### src/rtl/priority_admission_scheduler_unit_macros.svh
// Assertion macros shared by the scheduler RTL modules.
// No dependencies; included by the modules that carry assertions.
`ifndef PRIORITY_ADMISSION_SCHEDULER_UNIT_MACROS_SVH
`define PRIORITY_ADMISSION_SCHEDULER_UNIT_MACROS_SVH

// Same-cycle implication, disabled while reset is asserted
`define PASU_ASSERT_IMP(name, clk, rst_n, ante, cons) \
    name: assert property (@(posedge clk) disable iff (!rst_n) (ante) |-> (cons)) \
        else $error("same-cycle check failed");

// Next-cycle implication, disabled while reset is asserted
`define PASU_ASSERT_NXT(name, clk, rst_n, ante, cons) \
    name: assert property (@(posedge clk) disable iff (!rst_n) (ante) |=> (cons)) \
        else $error("next-cycle check failed");

`endif

### src/rtl/pasu_pkg.sv
// Shared types, field widths and codes of the priority admission scheduler.
// No dependencies; used by the interfaces and all scheduler modules.
`default_nettype none

package pasu_pkg;

    // Field widths
    localparam int NUM_CLASSES = 7;
    localparam int OPCODE_W    = 2;
    localparam int JOB_W       = 8;
    localparam int PRI_W       = 3;
    localparam int CNT_W       = 3;
    localparam int LIMIT_W     = 8;
    localparam int CFG_IDX_W   = 3;
    localparam int EVENT_W     = 3;
    localparam int COUNT_W     = 5;

    typedef enum logic [OPCODE_W-1:0] {
        OP_SUBMIT   = 2'd0,
        OP_COMPLETE = 2'd1,
        OP_POLL     = 2'd2
    } op_e;

    typedef enum logic [EVENT_W-1:0] {
        EV_STARTED    = 3'd0,
        EV_QUEUED     = 3'd1,
        EV_REFUSED    = 3'd2,
        EV_RELEASED   = 3'd3,
        EV_FROM_QUEUE = 3'd4,
        EV_NONE       = 3'd5
    } event_e;

    // Queue read address source
    typedef enum logic [1:0] {
        RD_HEAD      = 2'd0,
        RD_TAIL_PREV = 2'd1,
        RD_PREV2     = 2'd2
    } rd_sel_e;

    // Job reported with the event
    typedef enum logic [1:0] {
        JOB_CUR  = 2'd0,
        JOB_HEAD = 2'd1,
        JOB_NONE = 2'd2
    } job_sel_e;

    typedef logic [NUM_CLASSES-1:0][LIMIT_W-1:0] cls_vec_t;

    typedef struct packed {
        logic [NUM_CLASSES-1:0][CNT_W-1:0] cnt;
        logic [PRI_W-1:0]                  pri;
        logic [JOB_W-1:0]                  job;
    } entry_t;

    typedef struct packed {
        op_e    opcode;
        entry_t entry;
    } item_t;

    typedef struct packed {
        logic [EVENT_W-1:0] event_res;
        logic [JOB_W-1:0]   result_job;
        logic [COUNT_W-1:0] waiting_count;
    } result_t;

    // Controller to datapath
    typedef struct packed {
        logic     load;
        logic     take;
        logic     give;
        logic     src_head;
        logic     walk_start;
        logic     shift;
        logic     place;
        logic     pop;
        logic     rd_en;
        rd_sel_e  rd_sel;
        logic     set_ev;
        event_e   ev;
        job_sel_e job_sel;
        logic     out_load;
    } cmd_t;

    // Datapath to controller
    typedef struct packed {
        op_e  op;
        logic admit_cur;
        logic admit_head;
        logic full;
        logic empty;
        logic pri_less;
        logic cnt_one;
    } status_t;

    // Every class the job uses must be strictly below its limit
    function automatic logic admissible(entry_t e, cls_vec_t in_use, cls_vec_t lim);
        logic ok;
        ok = 1'b1;
        for (int k = 0; k < NUM_CLASSES; k++) begin
            if (e.cnt[k] != '0 && in_use[k] >= lim[k]) begin
                ok = 1'b0;
            end
        end
        return ok;
    endfunction

endpackage

`default_nettype wire

### src/rtl/pasu_req_if.sv
// Request channel of the scheduler: valid/ready plus one job command item.
// Depends on pasu_pkg for field widths.
`default_nettype none

interface pasu_req_if;
    logic                            valid;
    logic                            ready;
    logic [pasu_pkg::OPCODE_W-1:0]   opcode;
    logic [pasu_pkg::JOB_W-1:0]      job_id;
    logic [pasu_pkg::PRI_W-1:0]      priority_req;
    logic [pasu_pkg::CNT_W-1:0]      nop_count;
    logic [pasu_pkg::CNT_W-1:0]      bcompress_count;
    logic [pasu_pkg::CNT_W-1:0]      bdecompress_count;
    logic [pasu_pkg::CNT_W-1:0]      gcompress_count;
    logic [pasu_pkg::CNT_W-1:0]      gdecompress_count;
    logic [pasu_pkg::CNT_W-1:0]      encrypt_count;
    logic [pasu_pkg::CNT_W-1:0]      decrypt_count;

    modport source (
        output valid, opcode, job_id, priority_req, nop_count, bcompress_count,
               bdecompress_count, gcompress_count, gdecompress_count,
               encrypt_count, decrypt_count,
        input  ready
    );

    modport sink (
        input  valid, opcode, job_id, priority_req, nop_count, bcompress_count,
               bdecompress_count, gcompress_count, gdecompress_count,
               encrypt_count, decrypt_count,
        output ready
    );
endinterface

`default_nettype wire

### src/rtl/pasu_rsp_if.sv
// Response channel of the scheduler: valid/ready plus one event item.
// Depends on pasu_pkg for field widths.
`default_nettype none

interface pasu_rsp_if;
    logic                           valid;
    logic                           ready;
    logic [pasu_pkg::EVENT_W-1:0]   event_res;
    logic [pasu_pkg::JOB_W-1:0]     result_job;
    logic [pasu_pkg::COUNT_W-1:0]   waiting_count;

    modport source (
        output valid, event_res, result_job, waiting_count,
        input  ready
    );

    modport sink (
        input  valid, event_res, result_job, waiting_count,
        output ready
    );
endinterface

`default_nettype wire

### src/rtl/pasu_cfg_if.sv
// Configuration write channel: valid/ready, register index and write data.
// Depends on pasu_pkg for field widths.
`default_nettype none

interface pasu_cfg_if;
    logic                             valid;
    logic                             ready;
    logic [pasu_pkg::CFG_IDX_W-1:0]   index;
    logic [pasu_pkg::LIMIT_W-1:0]     data;

    modport source (
        output valid, index, data,
        input  ready
    );

    modport sink (
        input  valid, index, data,
        output ready
    );
endinterface

`default_nettype wire

### src/rtl/priority_admission_scheduler_unit.sv
// Top level of the priority admission scheduler: channel ports, controller and datapath.
// Depends on pasu_pkg, the channel interfaces, pasu_ctrl and pasu_dp.
//
// Usage:
//   req carries one command item: submit a job, report a job completed, or poll
//   the wait queue head. rsp returns exactly one event item per command, in order.
//   cfg writes the seven per-class limits (index 0..6, other indexes ignored); it is
//   always ready; the user writes it only while idle, which the block does not enforce.
// Sequence from acceptance to rsp.valid:
//   submit started or refused, completion, poll of an empty queue: decide, then
//   finish; other poll: decide, head read, finish; submit queued: decide, the
//   ordered insert comparing up to QUEUE_DEPTH - 1 queue entries, one per cycle
//   through the queue memory read port, then place and finish.
//   One item is processed at a time; the next is accepted once the result
//   has entered the output register.
// Reset clears limits, class counters and the queue; req is ready at once.
// While rsp is stalled the result holds in the output register; one more item
// is accepted and processed, then held until the register frees.
`default_nettype none

module priority_admission_scheduler_unit #(
    parameter int QUEUE_DEPTH = 16
) (
    input  wire logic  clk,
    input  wire logic  rst_n,
    pasu_req_if.sink   req,
    pasu_rsp_if.source rsp,
    pasu_cfg_if.sink   cfg
);

    pasu_pkg::item_t   item;
    pasu_pkg::cmd_t    cmd;
    pasu_pkg::status_t sts;
    pasu_pkg::result_t res;
    logic              in_ready;
    logic              out_valid;

    // Gather the request fields into one item
    always_comb
    begin
        item.opcode       = pasu_pkg::op_e'(req.opcode);
        item.entry.job    = req.job_id;
        item.entry.pri    = req.priority_req;
        item.entry.cnt[0] = req.nop_count;
        item.entry.cnt[1] = req.bcompress_count;
        item.entry.cnt[2] = req.bdecompress_count;
        item.entry.cnt[3] = req.gcompress_count;
        item.entry.cnt[4] = req.gdecompress_count;
        item.entry.cnt[5] = req.encrypt_count;
        item.entry.cnt[6] = req.decrypt_count;
    end

    assign req.ready = in_ready;
    assign cfg.ready = 1'b1;

    assign rsp.valid         = out_valid;
    assign rsp.event_res     = res.event_res;
    assign rsp.result_job    = res.result_job;
    assign rsp.waiting_count = res.waiting_count;

    pasu_ctrl u_ctrl (
        .clk       (clk),
        .rst_n     (rst_n),
        .in_valid  (req.valid),
        .in_ready  (in_ready),
        .out_valid (out_valid),
        .out_ready (rsp.ready),
        .sts       (sts),
        .cmd       (cmd)
    );

    pasu_dp #(
        .QUEUE_DEPTH (QUEUE_DEPTH)
    ) u_dp (
        .clk      (clk),
        .rst_n    (rst_n),
        .item     (item),
        .cfg_we   (cfg.valid),
        .cfg_idx  (cfg.index),
        .cfg_data (cfg.data),
        .cmd      (cmd),
        .sts      (sts),
        .res      (res)
    );

endmodule

`default_nettype wire

### src/rtl/pasu_ctrl.sv
// Sequencing state machine of the scheduler: decodes each item into datapath commands.
// Depends on pasu_pkg and the assertion macro header.
`default_nettype none
`include "priority_admission_scheduler_unit_macros.svh"

module pasu_ctrl (
    input  wire logic              clk,
    input  wire logic              rst_n,
    input  wire logic              in_valid,
    output logic                   in_ready,
    output logic                   out_valid,
    input  wire logic              out_ready,
    input  wire pasu_pkg::status_t sts,
    output pasu_pkg::cmd_t         cmd
);

    typedef enum logic [2:0] {
        S_IDLE,
        S_DECIDE,
        S_WALK,
        S_PLACE,
        S_HEAD,
        S_FINISH
    } state_t;

    state_t state_reg, state_next;
    logic   out_valid_reg, out_valid_next;

    assign in_ready  = (state_reg == S_IDLE);
    assign out_valid = out_valid_reg;

    // Decode state and status into commands
    always_comb
    begin
        cmd        = '0;
        state_next = state_reg;
        case (state_reg)
            S_IDLE:
            begin
                if (in_valid)
                begin
                    cmd.load   = 1'b1;
                    state_next = S_DECIDE;
                end
            end
            S_DECIDE:
            begin
                case (sts.op)
                    pasu_pkg::OP_SUBMIT:
                    begin
                        if (sts.admit_cur)
                        begin
                            cmd.take    = 1'b1;
                            cmd.set_ev  = 1'b1;
                            cmd.ev      = pasu_pkg::EV_STARTED;
                            cmd.job_sel = pasu_pkg::JOB_CUR;
                            state_next  = S_FINISH;
                        end
                        else if (sts.full)
                        begin
                            cmd.set_ev  = 1'b1;
                            cmd.ev      = pasu_pkg::EV_REFUSED;
                            cmd.job_sel = pasu_pkg::JOB_CUR;
                            state_next  = S_FINISH;
                        end
                        else
                        begin
                            cmd.walk_start = 1'b1;
                            if (sts.empty)
                            begin
                                state_next = S_PLACE;
                            end
                            else
                            begin
                                cmd.rd_en  = 1'b1;
                                cmd.rd_sel = pasu_pkg::RD_TAIL_PREV;
                                state_next = S_WALK;
                            end
                        end
                    end
                    pasu_pkg::OP_COMPLETE:
                    begin
                        cmd.give    = 1'b1;
                        cmd.set_ev  = 1'b1;
                        cmd.ev      = pasu_pkg::EV_RELEASED;
                        cmd.job_sel = pasu_pkg::JOB_CUR;
                        state_next  = S_FINISH;
                    end
                    pasu_pkg::OP_POLL:
                    begin
                        if (sts.empty)
                        begin
                            cmd.set_ev  = 1'b1;
                            cmd.ev      = pasu_pkg::EV_NONE;
                            cmd.job_sel = pasu_pkg::JOB_NONE;
                            state_next  = S_FINISH;
                        end
                        else
                        begin
                            cmd.rd_en  = 1'b1;
                            cmd.rd_sel = pasu_pkg::RD_HEAD;
                            state_next = S_HEAD;
                        end
                    end
                    default:
                    begin
                        cmd.set_ev  = 1'b1;
                        cmd.ev      = pasu_pkg::EV_NONE;
                        cmd.job_sel = pasu_pkg::JOB_NONE;
                        state_next  = S_FINISH;
                    end
                endcase
            end
            S_WALK:
            begin
                // Move lower-priority entries back by one until the slot is found
                if (sts.pri_less)
                begin
                    cmd.shift = 1'b1;
                    if (sts.cnt_one)
                    begin
                        state_next = S_PLACE;
                    end
                    else
                    begin
                        cmd.rd_en  = 1'b1;
                        cmd.rd_sel = pasu_pkg::RD_PREV2;
                    end
                end
                else
                begin
                    state_next = S_PLACE;
                end
            end
            S_PLACE:
            begin
                cmd.place   = 1'b1;
                cmd.set_ev  = 1'b1;
                cmd.ev      = pasu_pkg::EV_QUEUED;
                cmd.job_sel = pasu_pkg::JOB_CUR;
                state_next  = S_FINISH;
            end
            S_HEAD:
            begin
                cmd.set_ev = 1'b1;
                if (sts.admit_head)
                begin
                    cmd.take     = 1'b1;
                    cmd.src_head = 1'b1;
                    cmd.pop      = 1'b1;
                    cmd.ev       = pasu_pkg::EV_FROM_QUEUE;
                    cmd.job_sel  = pasu_pkg::JOB_HEAD;
                end
                else
                begin
                    cmd.ev      = pasu_pkg::EV_NONE;
                    cmd.job_sel = pasu_pkg::JOB_NONE;
                end
                state_next = S_FINISH;
            end
            S_FINISH:
            begin
                // Hand the result to the output register once it is free
                if (!out_valid_reg || out_ready)
                begin
                    cmd.out_load = 1'b1;
                    state_next   = S_IDLE;
                end
            end
            default:
            begin
                state_next = S_IDLE;
            end
        endcase
    end

    // Hold or drop the output valid flag
    always_comb
    begin
        if (cmd.out_load)
        begin
            out_valid_next = 1'b1;
        end
        else if (out_ready)
        begin
            out_valid_next = 1'b0;
        end
        else
        begin
            out_valid_next = out_valid_reg;
        end
    end

    always_ff @(posedge clk or negedge rst_n)
    begin
        if (!rst_n)
        begin
            state_reg     <= S_IDLE;
            out_valid_reg <= 1'b0;
        end
        else
        begin
            state_reg     <= state_next;
            out_valid_reg <= out_valid_next;
        end
    end

    `PASU_ASSERT_NXT(a_accept_decide, clk, rst_n, in_valid && in_ready, state_reg == S_DECIDE)
    `PASU_ASSERT_NXT(a_finish_wait, clk, rst_n, state_reg == S_FINISH && out_valid_reg && !out_ready, state_reg == S_FINISH)
    `PASU_ASSERT_IMP(a_valid_from_finish, clk, rst_n, $rose(out_valid_reg), $past(state_reg == S_FINISH))

endmodule

`default_nettype wire

### src/rtl/pasu_dp.sv
// Datapath of the scheduler: limits, class counters, ordered wait queue and result registers.
// Depends on pasu_pkg and the assertion macro header.
`default_nettype none
`include "priority_admission_scheduler_unit_macros.svh"

module pasu_dp #(
    parameter int QUEUE_DEPTH = 16
) (
    input  wire logic                             clk,
    input  wire logic                             rst_n,
    input  wire pasu_pkg::item_t                  item,
    input  wire logic                             cfg_we,
    input  wire logic [pasu_pkg::CFG_IDX_W-1:0]   cfg_idx,
    input  wire logic [pasu_pkg::LIMIT_W-1:0]     cfg_data,
    input  wire pasu_pkg::cmd_t                   cmd,
    output pasu_pkg::status_t                     sts,
    output pasu_pkg::result_t                     res
);

    localparam int PW = (QUEUE_DEPTH > 1) ? $clog2(QUEUE_DEPTH) : 1;
    localparam int LW = $clog2(QUEUE_DEPTH + 1);
    localparam int WW = LW + pasu_pkg::COUNT_W;
    localparam logic [PW-1:0] LAST = PW'(QUEUE_DEPTH - 1);
    localparam logic [LW-1:0] FULL = LW'(QUEUE_DEPTH);

    pasu_pkg::cls_vec_t limit_reg;
    pasu_pkg::cls_vec_t use_reg, use_next;
    pasu_pkg::entry_t   cur_reg;
    pasu_pkg::op_e      op_reg;
    pasu_pkg::entry_t   rd_data_reg;
    pasu_pkg::entry_t   mem [QUEUE_DEPTH];
    pasu_pkg::entry_t   src;
    pasu_pkg::event_e   ev_reg;
    pasu_pkg::result_t  res_reg;

    logic [PW-1:0]                hd_reg, tl_reg, wp_reg;
    logic [PW-1:0]                hd_nx, tl_nx, tl_pv, wp_pv, wp_pv2, rd_addr;
    logic [LW-1:0]                len_reg, cnt_reg;
    logic [WW-1:0]                len_wide;
    logic [pasu_pkg::JOB_W-1:0]   job_reg;
    logic [pasu_pkg::LIMIT_W:0]   sum;

    // Circular pointer neighbors
    assign hd_nx  = (hd_reg == LAST) ? '0 : hd_reg + 1'b1;
    assign tl_nx  = (tl_reg == LAST) ? '0 : tl_reg + 1'b1;
    assign tl_pv  = (tl_reg == '0) ? LAST : tl_reg - 1'b1;
    assign wp_pv  = (wp_reg == '0) ? LAST : wp_reg - 1'b1;
    assign wp_pv2 = (wp_pv == '0) ? LAST : wp_pv - 1'b1;

    always_comb
    begin
        case (cmd.rd_sel)
            pasu_pkg::RD_HEAD:      rd_addr = hd_reg;
            pasu_pkg::RD_TAIL_PREV: rd_addr = tl_pv;
            pasu_pkg::RD_PREV2:     rd_addr = wp_pv2;
            default:                rd_addr = hd_reg;
        endcase
    end

    // Status back to the controller
    assign sts.op         = op_reg;
    assign sts.admit_cur  = pasu_pkg::admissible(cur_reg, use_reg, limit_reg);
    assign sts.admit_head = pasu_pkg::admissible(rd_data_reg, use_reg, limit_reg);
    assign sts.full       = (len_reg == FULL);
    assign sts.empty      = (len_reg == '0);
    assign sts.pri_less   = (rd_data_reg.pri < cur_reg.pri);
    assign sts.cnt_one    = (cnt_reg == LW'(1));

    // Take or give class slots, saturating at both ends
    assign src = cmd.src_head ? rd_data_reg : cur_reg;

    always_comb
    begin
        use_next = use_reg;
        sum      = '0;
        for (int k = 0; k < pasu_pkg::NUM_CLASSES; k++)
        begin
            if (cmd.take)
            begin
                sum = {1'b0, use_reg[k]} + (pasu_pkg::LIMIT_W + 1)'(src.cnt[k]);
                use_next[k] = sum[pasu_pkg::LIMIT_W] ? '1 : sum[pasu_pkg::LIMIT_W-1:0];
            end
            else if (cmd.give)
            begin
                if (use_reg[k] > pasu_pkg::LIMIT_W'(src.cnt[k]))
                begin
                    use_next[k] = use_reg[k] - pasu_pkg::LIMIT_W'(src.cnt[k]);
                end
                else
                begin
                    use_next[k] = '0;
                end
            end
        end
    end

    // Limits and class counters
    always_ff @(posedge clk or negedge rst_n)
    begin
        if (!rst_n)
        begin
            limit_reg <= '0;
            use_reg   <= '0;
        end
        else
        begin
            use_reg <= use_next;
            if (cfg_we && (cfg_idx < pasu_pkg::CFG_IDX_W'(pasu_pkg::NUM_CLASSES)))
            begin
                limit_reg[cfg_idx] <= cfg_data;
            end
        end
    end

    // Queue pointers, length and walk position
    always_ff @(posedge clk or negedge rst_n)
    begin
        if (!rst_n)
        begin
            hd_reg  <= '0;
            tl_reg  <= '0;
            len_reg <= '0;
            wp_reg  <= '0;
            cnt_reg <= '0;
            op_reg  <= pasu_pkg::OP_SUBMIT;
        end
        else
        begin
            if (cmd.load)
            begin
                op_reg <= item.opcode;
            end
            if (cmd.walk_start)
            begin
                wp_reg  <= tl_reg;
                cnt_reg <= len_reg;
            end
            else if (cmd.shift)
            begin
                wp_reg  <= wp_pv;
                cnt_reg <= cnt_reg - 1'b1;
            end
            if (cmd.place)
            begin
                tl_reg  <= tl_nx;
                len_reg <= len_reg + 1'b1;
            end
            else if (cmd.pop)
            begin
                hd_reg  <= hd_nx;
                len_reg <= len_reg - 1'b1;
            end
        end
    end

    // Item latch and queue storage
    always_ff @(posedge clk)
    begin
        if (cmd.load)
        begin
            cur_reg <= item.entry;
        end
        if (cmd.shift)
        begin
            mem[wp_reg] <= rd_data_reg;
        end
        else if (cmd.place)
        begin
            mem[wp_reg] <= cur_reg;
        end
        if (cmd.rd_en)
        begin
            rd_data_reg <= mem[rd_addr];
        end
    end

    // Stage the event, then copy it with the queue length into the output register
    assign len_wide = WW'(len_reg);

    always_ff @(posedge clk)
    begin
        if (cmd.set_ev)
        begin
            ev_reg <= cmd.ev;
            case (cmd.job_sel)
                pasu_pkg::JOB_CUR:  job_reg <= cur_reg.job;
                pasu_pkg::JOB_HEAD: job_reg <= rd_data_reg.job;
                default:            job_reg <= '0;
            endcase
        end
        if (cmd.out_load)
        begin
            res_reg.event_res     <= ev_reg;
            res_reg.result_job    <= job_reg;
            res_reg.waiting_count <= len_wide[pasu_pkg::COUNT_W-1:0];
        end
    end

    assign res = res_reg;

    `PASU_ASSERT_IMP(a_place_room, clk, rst_n, cmd.place, len_reg != FULL)
    `PASU_ASSERT_IMP(a_pop_nonempty, clk, rst_n, cmd.pop, len_reg != '0)
    `PASU_ASSERT_IMP(a_shift_inside, clk, rst_n, cmd.shift, cnt_reg != '0 && cnt_reg <= len_reg)
    `PASU_ASSERT_NXT(a_place_grows, clk, rst_n, cmd.place, len_reg == $past(len_reg) + 1'b1)

endmodule

`default_nettype wire
### src/flat_wrapper.sv
// flat-port wrapper written by rule: the top's interface ports become plain ports
module priority_admission_scheduler_unit_flat 
#(
    parameter int QUEUE_DEPTH = 16
)
  (clk, rst_n, req_valid, req_opcode, req_job_id, req_priority_req, req_nop_count, req_bcompress_count, req_bdecompress_count, req_gcompress_count, req_gdecompress_count, req_encrypt_count, req_decrypt_count, req_ready, rsp_valid, rsp_event_res, rsp_result_job, rsp_waiting_count, rsp_ready, cfg_valid, cfg_index, cfg_data, cfg_ready);
  pasu_req_if req_i ();
  pasu_rsp_if rsp_i ();
  pasu_cfg_if cfg_i ();
  input  wire logic clk;
  input  wire logic rst_n;
  input wire logic [$bits(req_i.valid)-1:0] req_valid;
  input wire logic [$bits(req_i.opcode)-1:0] req_opcode;
  input wire logic [$bits(req_i.job_id)-1:0] req_job_id;
  input wire logic [$bits(req_i.priority_req)-1:0] req_priority_req;
  input wire logic [$bits(req_i.nop_count)-1:0] req_nop_count;
  input wire logic [$bits(req_i.bcompress_count)-1:0] req_bcompress_count;
  input wire logic [$bits(req_i.bdecompress_count)-1:0] req_bdecompress_count;
  input wire logic [$bits(req_i.gcompress_count)-1:0] req_gcompress_count;
  input wire logic [$bits(req_i.gdecompress_count)-1:0] req_gdecompress_count;
  input wire logic [$bits(req_i.encrypt_count)-1:0] req_encrypt_count;
  input wire logic [$bits(req_i.decrypt_count)-1:0] req_decrypt_count;
  output wire logic [$bits(req_i.ready)-1:0] req_ready;
  output wire logic [$bits(rsp_i.valid)-1:0] rsp_valid;
  output wire logic [$bits(rsp_i.event_res)-1:0] rsp_event_res;
  output wire logic [$bits(rsp_i.result_job)-1:0] rsp_result_job;
  output wire logic [$bits(rsp_i.waiting_count)-1:0] rsp_waiting_count;
  input wire logic [$bits(rsp_i.ready)-1:0] rsp_ready;
  input wire logic [$bits(cfg_i.valid)-1:0] cfg_valid;
  input wire logic [$bits(cfg_i.index)-1:0] cfg_index;
  input wire logic [$bits(cfg_i.data)-1:0] cfg_data;
  output wire logic [$bits(cfg_i.ready)-1:0] cfg_ready;
  assign req_i.valid = req_valid;
  assign req_i.opcode = req_opcode;
  assign req_i.job_id = req_job_id;
  assign req_i.priority_req = req_priority_req;
  assign req_i.nop_count = req_nop_count;
  assign req_i.bcompress_count = req_bcompress_count;
  assign req_i.bdecompress_count = req_bdecompress_count;
  assign req_i.gcompress_count = req_gcompress_count;
  assign req_i.gdecompress_count = req_gdecompress_count;
  assign req_i.encrypt_count = req_encrypt_count;
  assign req_i.decrypt_count = req_decrypt_count;
  assign req_ready = req_i.ready;
  assign rsp_valid = rsp_i.valid;
  assign rsp_event_res = rsp_i.event_res;
  assign rsp_result_job = rsp_i.result_job;
  assign rsp_waiting_count = rsp_i.waiting_count;
  assign rsp_i.ready = rsp_ready;
  assign cfg_i.valid = cfg_valid;
  assign cfg_i.index = cfg_index;
  assign cfg_i.data = cfg_data;
  assign cfg_ready = cfg_i.ready;
  priority_admission_scheduler_unit #(.QUEUE_DEPTH(QUEUE_DEPTH)) u_core (.clk(clk), .rst_n(rst_n), .req(req_i), .rsp(rsp_i), .cfg(cfg_i));
endmodule
### config.mk
export PLATFORM = sky130hd
export DESIGN_NAME = priority_admission_scheduler_unit_flat
export DESIGN_NICKNAME = d
export VERILOG_FILES = /design/src/rtl/pasu_pkg.sv /design/src/rtl/pasu_req_if.sv /design/src/rtl/pasu_rsp_if.sv /design/src/rtl/pasu_cfg_if.sv /design/src/rtl/priority_admission_scheduler_unit.sv /design/src/rtl/pasu_ctrl.sv /design/src/rtl/pasu_dp.sv /design/src/flat_wrapper.sv
export VERILOG_INCLUDE_DIRS = /design/src /design/src/rtl
export SDC_FILE = /design/constraint.sdc
export NUM_CORES = 1
export LEC_CHECK = 0
export ABC_AREA = 1
export BUFFER_PORTS_ARGS = -buffer_cell sky130_fd_sc_hd__buf_4
export CORE_UTILIZATION = 30
export DETAILED_ROUTE_END_ITERATION = 8
export SYNTH_ARGS = -nofsm -noshare
export SYNTH_HDL_FRONTEND = slang
export SYNTH_HIERARCHICAL = 1
export SYNTH_SLANG_ARGS = --single-unit
### constraint.sdc
create_clock -name clk -period 6.2 [get_ports clk]
set_input_delay 1.24 -clock clk [delete_from_list [all_inputs] [get_ports clk]]
set_output_delay 1.24 -clock clk [all_outputs]
set_load 0.02 [all_outputs]
==> out/metrics.yaml, run 1 <==
yosys:
  synth_flop_cell: "edfxtp_1"
  synthAdderAreaFrac: 0.0477
  synth-seq-area-share: 0.593
  synthSimpleGateAreaFrac: 0.209
  syn-cell-area_mm2: 0.0365
  yosys_warnings: 6
  synthMuxAreaShare: 0.000926
  synthesis.nets: 3922
  ys_types: 49
  synth_compound_area_frac: 0.0568
  postSynthAreaPerCell_um2: 9.75
  synth_xor_area_frac: 0.00937
  synth_top_family_by_area: "simple AND/OR/NAND/NOR gates"
  synthCells: 3742
  yosys_register_bits: 743
  synth_edf_count: 603
  async_reset_ff_frac: 0.188
floorplan:
  die_x_um: 351
  die_h_um: 351
  start_util: 0.303
  fp-row-count: 127
  ios: 69
  die-area_mm2: 0.123
  core_mm2: 0.120
pwr:
  p_total_mw: 21.0
  power_density_mw_per_mm2: 503
  p_leak_nw: 17.3
  irDropWorstVdd_uv: 388
critical_path:
  endpoint_kind: "flip-flop"
  path_cells: "ha_1, a21oi_1, o21ai_0, nand2_1, o2111ai_1, o31ai_1, nand4_1, nor2_1, nor2_1, nand3_1, nor2_1, inv_1, ha_1, a21oi_1, nand2_8, nand2_8, buf_4, nand2_1, nand3_1, nand3_1, nand3_1, nand2_1"
  start_kind: "flip-flop"
  critPathRequiredTime_ns: 6.60
  worstPathMaxFanout: 77
  path_class: "flip-flop to flip-flop"
  cp_common_cell: "nand3_1"
  cpMaxStageDelayCell: "nand2_8"
  r2r_slack_ns: 1.02
  arrival_ns: 5.58
  max_stage_delay_ns: 0.54
clocking:
  clockBufferDepth: 3
  post-cts-setup-buffers: 0
  cts_tree: "built"
  cts-root-buf: "clkbuf_16"
  clk_latency_ns: 0.66
  cts.sinks: 743
  htreeDepth: 3
  cts.repair.resized: 0
  cts-hold-fix-buffers: 0
  cts_made_buffers: 79
  clk_pin_slew_ns: 0.06
finish:
  largest_register_ffs: 512
  drive_gt1_frac: 0.0828
  diodes: 0
  nFillCells: 12000
  synthToLayoutAreaGrowth_pct: 14.4
  instances_no_fill: 5464
  nNetsFinal: 3968
timing:
  setup_tns_ns: 0
  worst_slack_ns: 1.02
  max_freq_ghz: 0.193
  rsz0062_at_grt: "no"
  finalMaxSlewViolations: 0
  hold_viol: 0
  post-route-period-util: 0.835
  final-setup-viol-count: 0
  slew_headroom: 0.168
  hold_ws_ns: 0.415
  period_needed_ns: 5.18
  tightestPinTransition_ns: 1.25
  finClkSkew_ns: 0.0411
global_route:
  grt.overflow.total: 0
  grt_pass1_wl_um: 149000
  grt_pass1_vias: 25300
  antenna_found_initial: 0
  grt_use_total: 0.156
  grt_max_degree: 163
route:
  vias: 26500
  drtAntennaViolNets: 0
  drtIter0Drc: 2234
  viasPerCell: 4.85
  drc: 0
  wl_per_cell_um: 17.7
  routed_wl_um: 96700
  first_pass_iters: 7
job:
  maxCapViolCount: 0
placed_design:
  place_congestion: 0.844
  place.detailed.hpwl_um: 57300
  portBuffers: 67
  place_ws_ns: 1.08
  dp_cells: 5317
status:
  status: "finished, final reports clean"
min_path:
  hp-class: "flip-flop to flip-flop"
critical path: cells and delay by family, from the launching register on:
family | cells | cell delay [ns]
buf+inv | 2 | 0.42
simple gates | 13 | 2.25
flops | 1 | 0.46
compound gates | 5 | 1.06
fa+ha+maj | 2 | 0.65
cells by family (layout without fill, tap and decap cells):
| kind of cell | count (synthesis) | after routing |
|---|---|---|
| compound gates | 359 | 359 |
| xor+xnor | 39 | 39 |
| fa+ha+maj | 130 | 130 |
| buf+inv | 778 | 888 |
| flops | 743 | 743 |
| mux | 3 | 3 |
| other cells | 1 | 1 |
| simple gates | 1689 | 1689 |
worst paths after layout:
kind,from,endpoint,cells past startpoint
setup / recovery,u_core/u_dp/use_reg[19],u_core/u_dp/rd_data_reg[1],22
hold reg to reg,u_core/u_dp/job_reg[3],u_core/u_dp/res[8],0
max in group asynchronous,rst_n,u_core/u_ctrl/state_reg[1],2
setup reg to reg,u_core/u_dp/use_reg[19],u_core/u_dp/rd_data_reg[1],22
min in group asynchronous,rst_n,u_core/u_dp/limit_reg[19],1
hold / removal,u_core/u_dp/job_reg[3],u_core/u_dp/res[8],0
metal layers:
metal  vias up  share of wire  global-route usage
li1      12700              -                   -
met4         0          0.022              0.0424
met1     12900           0.46               0.220
met3       160          0.067              0.0232
met5         -              0                   0
met2       820           0.45               0.249
layout by cell type, fill, tap and decap left out, drive strengths merged, types with 91 or more instances in the layout:
cell	count
nor2	169
buf	145
ha	115
clkbuf	95
edfxtp	603
inv	600
nand2	731
a21oi	91
dfrtp	140
o21ai	176
nand3	645
final cells by class:
type,count,area (um2),area share
well taps,1612,2020,0.0484
clock buffers,95,2110,0.0506
repair buffers,145,1170,0.0281
flip-flops and latches,743,21600,0.518
multi-input cells,2221,12000,0.288
inverters,598,2250,0.0539
clock inverters,50,553,0.0133
report_power, final:
part	total (mW)	switching (mW)	internal, mW
clock network	4.85	2.06	2.79
registers	7.46	0.616	6.85
logic	8.68	5.93	2.75
total	21.0	8.60	12.4
metrics by stage:
step / area (um2) / util
floorplan: 36500 / -
global placement: 39000 / 0.324
detailed placement: 39000 / 0.324
CTS: 41700 / 0.347
global route: 41700 / 0.347
finish: 41700 / 0.347
synthesized netlist by cell type (13+ instances only):
library cell  number  area share
xor2_1            33      0.0079
o2111ai_1         22      0.0053
nand4_1           28      0.0048
edfxtp_1         603        0.50
or2_2             13      0.0022
nor3_1            20      0.0027
buf_2             83       0.011
fa_1              15      0.0082
nand3_1          644       0.088
dfrtp_1          140       0.096
o21ai_0          168       0.023
nand3b_1          75       0.015
clkbuf_1          83      0.0085
nor2_1           167       0.017
inv_1            591       0.061
o31ai_1           19      0.0039
ha_1             115       0.039
a21oi_1           91       0.012
nand2_1          728       0.075
Power figures use the tool's default switching activity.
==> run 2, diff against run 1 <==
clock period = 4.4 ns   (was 6.2 ns; I/O delays follow)
==> out/metrics.yaml, run 2 (same netlist as run 1, synthesis figures left out) <==
status:
  status: "finished, final reports clean"
finish:
  final_cell_mix: "nand2_1 (726), nand3_1 (643), edfxtp_1 (603), inv_1 (590), buf_4 (218)"
  final_common_cell: "nand2_1"
  largest_register_ffs: 512  # unchanged
  final_area_mm2: 0.0431  # +3.4%
  drive_gt1_frac: 0.117  # +0.0347
  nNetsFinal: 4092  # +3.1%
  nFillCells: 12000  # -0.27%
  diodes: 0  # unchanged
  synthToLayoutAreaGrowth_pct: 18.2
  instances_no_fill: 5587  # +2.3%
global_route:
  use_met3: 0.0236  # +0.000371
  grt_pass1_wl_um: 151000  # +1.0%
  grt_max_degree: 63  # -61%
  antenna_found_initial: 0  # unchanged
  grtUsageMet2: 0.257  # +0.00819
  globalRouteMet1Util: 0.216  # -0.00409
  grt.overflow.total: 0  # unchanged
  grt_use_total: 0.157  # +0.000966
  top_usage_layer: "met2"
  grt_pass1_vias: 25500  # +0.93%
clocking:
  cts_tree: "built"
  cts.sinks: 743  # unchanged
  clk_pin_slew_ns: 0.06  # about the same
  clockBufferDepth: 3  # unchanged
  cts_made_buffers: 80  # +1.3%
  cts-root-buf: "clkbuf_16"
  cts-hold-fix-buffers: 0  # unchanged
  clk_latency_ns: 0.65  # about the same
  htreeDepth: 3  # unchanged
floorplan:
  start_util: 0.303  # unchanged
  die_h_um: 351  # unchanged
  die_x_um: 351  # unchanged
  ios: 69  # unchanged
  core_mm2: 0.120  # unchanged
  fp-row-count: 127  # unchanged
  die-area_mm2: 0.123  # unchanged
placed_design:
  place_congestion: 0.859  # +1.8%
  dpl_cell_area_mm2: 0.0404  # +3.6%
  place.detailed.hpwl_um: 59300  # +3.5%
  dp_cells: 5437  # +2.3%
  portBuffers: 67  # unchanged
pwr:
  p_total_mw: 30.8  # +47%
  irDropWorstVdd_uv: 383  # -1.2%
  p_leak_nw: 18.0  # +4.0%
  power_density_mw_per_mm2: 715  # +42%
timing:
  finalMaxSlewViolations: 0  # unchanged
  max_freq_ghz: 0.241  # +25%
  finClkSkew_ns: 0.0267  # -0.0144 ns
  tightestPinTransition_ns: 1.34  # +0.0890 ns
  setup_tns_ns: 0  # unchanged
  hold_ws_ns: 0.205  # -0.210 ns
  period_needed_ns: 4.16  # -1.02 ns
  slew_headroom: 0.105  # -0.0627
  hold_viol: 0  # unchanged
  post-route-period-util: 0.945  # +0.110
  final-setup-viol-count: 0  # unchanged
critical_path:
  path_class: "flip-flop to flip-flop"
  r2r_slack_ns: 0.24  # -0.78 ns
  start_kind: "flip-flop"
  critPathRequiredTime_ns: 4.94  # -1.66 ns
  worstPathMaxFanout: 18  # -77%
  arrival_ns: 4.70  # -0.88 ns
  endpoint_kind: "flip-flop"
route:
  drtAntennaViolNets: 0  # unchanged
  drc: 0  # unchanged
  drtIter0Drc: 2596  # +16%
  routed_wl_um: 97100  # +0.38%
  first_pass_iters: 5  # -2
  viasPerCell: 4.79  # -1.4%
  vias: 26700  # +0.83%
  wl_per_cell_um: 17.4  # -1.8%
job:
  maxCapViolCount: 0  # unchanged
min_path:
  hp-class: "input port to async pin"
[run 2: cell count changes in the layout (fill, tap and decap cells not counted), moves of 6 or more]
cell and delta:
buf_12 +41, buf_4 +81, clkbuf_1 +7, o2111ai_1 -6, nor2_2 +8, nor2_1 -8, o21ai_0 -6
[run 2: final cells by class]
class                   instances  area, um2  area share
multi-input cells            2222      12200       0.282
repair buffers                267       2600      0.0603
inverters                     598       2250      0.0521
clock inverters                43        339     0.00786
well taps                    1612       2020      0.0468
clock buffers                 102       2150      0.0498
flip-flops and latches        743      21600       0.501
[run 2: per-stage QoR]
step                      setup slack, ns   util
after floorplan                     0.508      -
after global placement            -0.0130  0.336
after detailed placement          -0.0492  0.336
after CTS                         0.00355  0.357
after global routing              -0.0155  0.359
final                               0.242  0.359
[run 2: power by group]
| group | switching (mW) | internal (mW) | total, mW | leakage, nW |
|---|---|---|---|---|
| Clock | 2.82 | 3.64 | 6.46 | 1.20 |
| Sequential | 0.672 | 9.64 | 10.3 | 7.19 |
| Combinational | 9.03 | 5.01 | 14.0 | 9.61 |
[run 2: path summary, 6_finish.rpt]
| path | startpoint | end | cells after the start |
|---|---|---|---|
| worst max-delay path | u_core/u_dp/limit_reg[33] | u_core/u_dp/use_reg[51] | 26 |
| worst min-delay path | rst_n | u_core/u_dp/limit_reg[22] | 1 |
| worst max register to register | u_core/u_dp/limit_reg[33] | u_core/u_dp/use_reg[51] | 26 |
| worst min register to register | u_core/u_dp/job_reg[2] | u_core/u_dp/res[7] | 0 |
| max in group asynchronous | rst_n | u_core/u_dp/use_reg[4] | 2 |
| min in group clk | req_job_id[4] | u_core/u_dp/cur_reg[4] | 1 |
[run 2: worst max-delay path, cell delays in order (launching register included)]
cell and delay [ns]:
dfrtp_1 0.34, inv_1 0.05, ha_1 0.31, a21oi_1 0.17
o21ai_0 0.09, nand2_1 0.10, o2111ai_4 0.16, o31ai_4 0.12
nand3_2 0.14, nor2_1 0.12, inv_1 0.08, nor2_4 0.21
buf_12 0.15, buf_6 0.19, nand2_1 0.07, o21ai_0 0.11
ha_1 0.22, inv_1 0.06, fa_1 0.38, nor2_1 0.14
o21a_1 0.16, nand2_1 0.07, nor2_1 0.14, nand2_1 0.08
nor3_1 0.14, inv_1 0.14, o2111ai_1 0.13
[run 2: per-layer routing]
layer  part of all wire  vias to the layer above  wire (um)
li1                   -                    12900          -
met1               0.45                    12800      43500
met2               0.46                      845      45100
met3              0.066                      134       6360
met4              0.022                        0       2110
met5                  0                        -          0
[run 2: what timing repair did]
| action | in CTS | in global routing |
|---|---|---|
| gates cloned | 0 | 1 |
| gates resized for setup | 1 | 42 |
| pin swaps | 1 | 7 |
| buffers inserted | 2 | 2 |
| setup endpoints to repair | 8 | 82 |
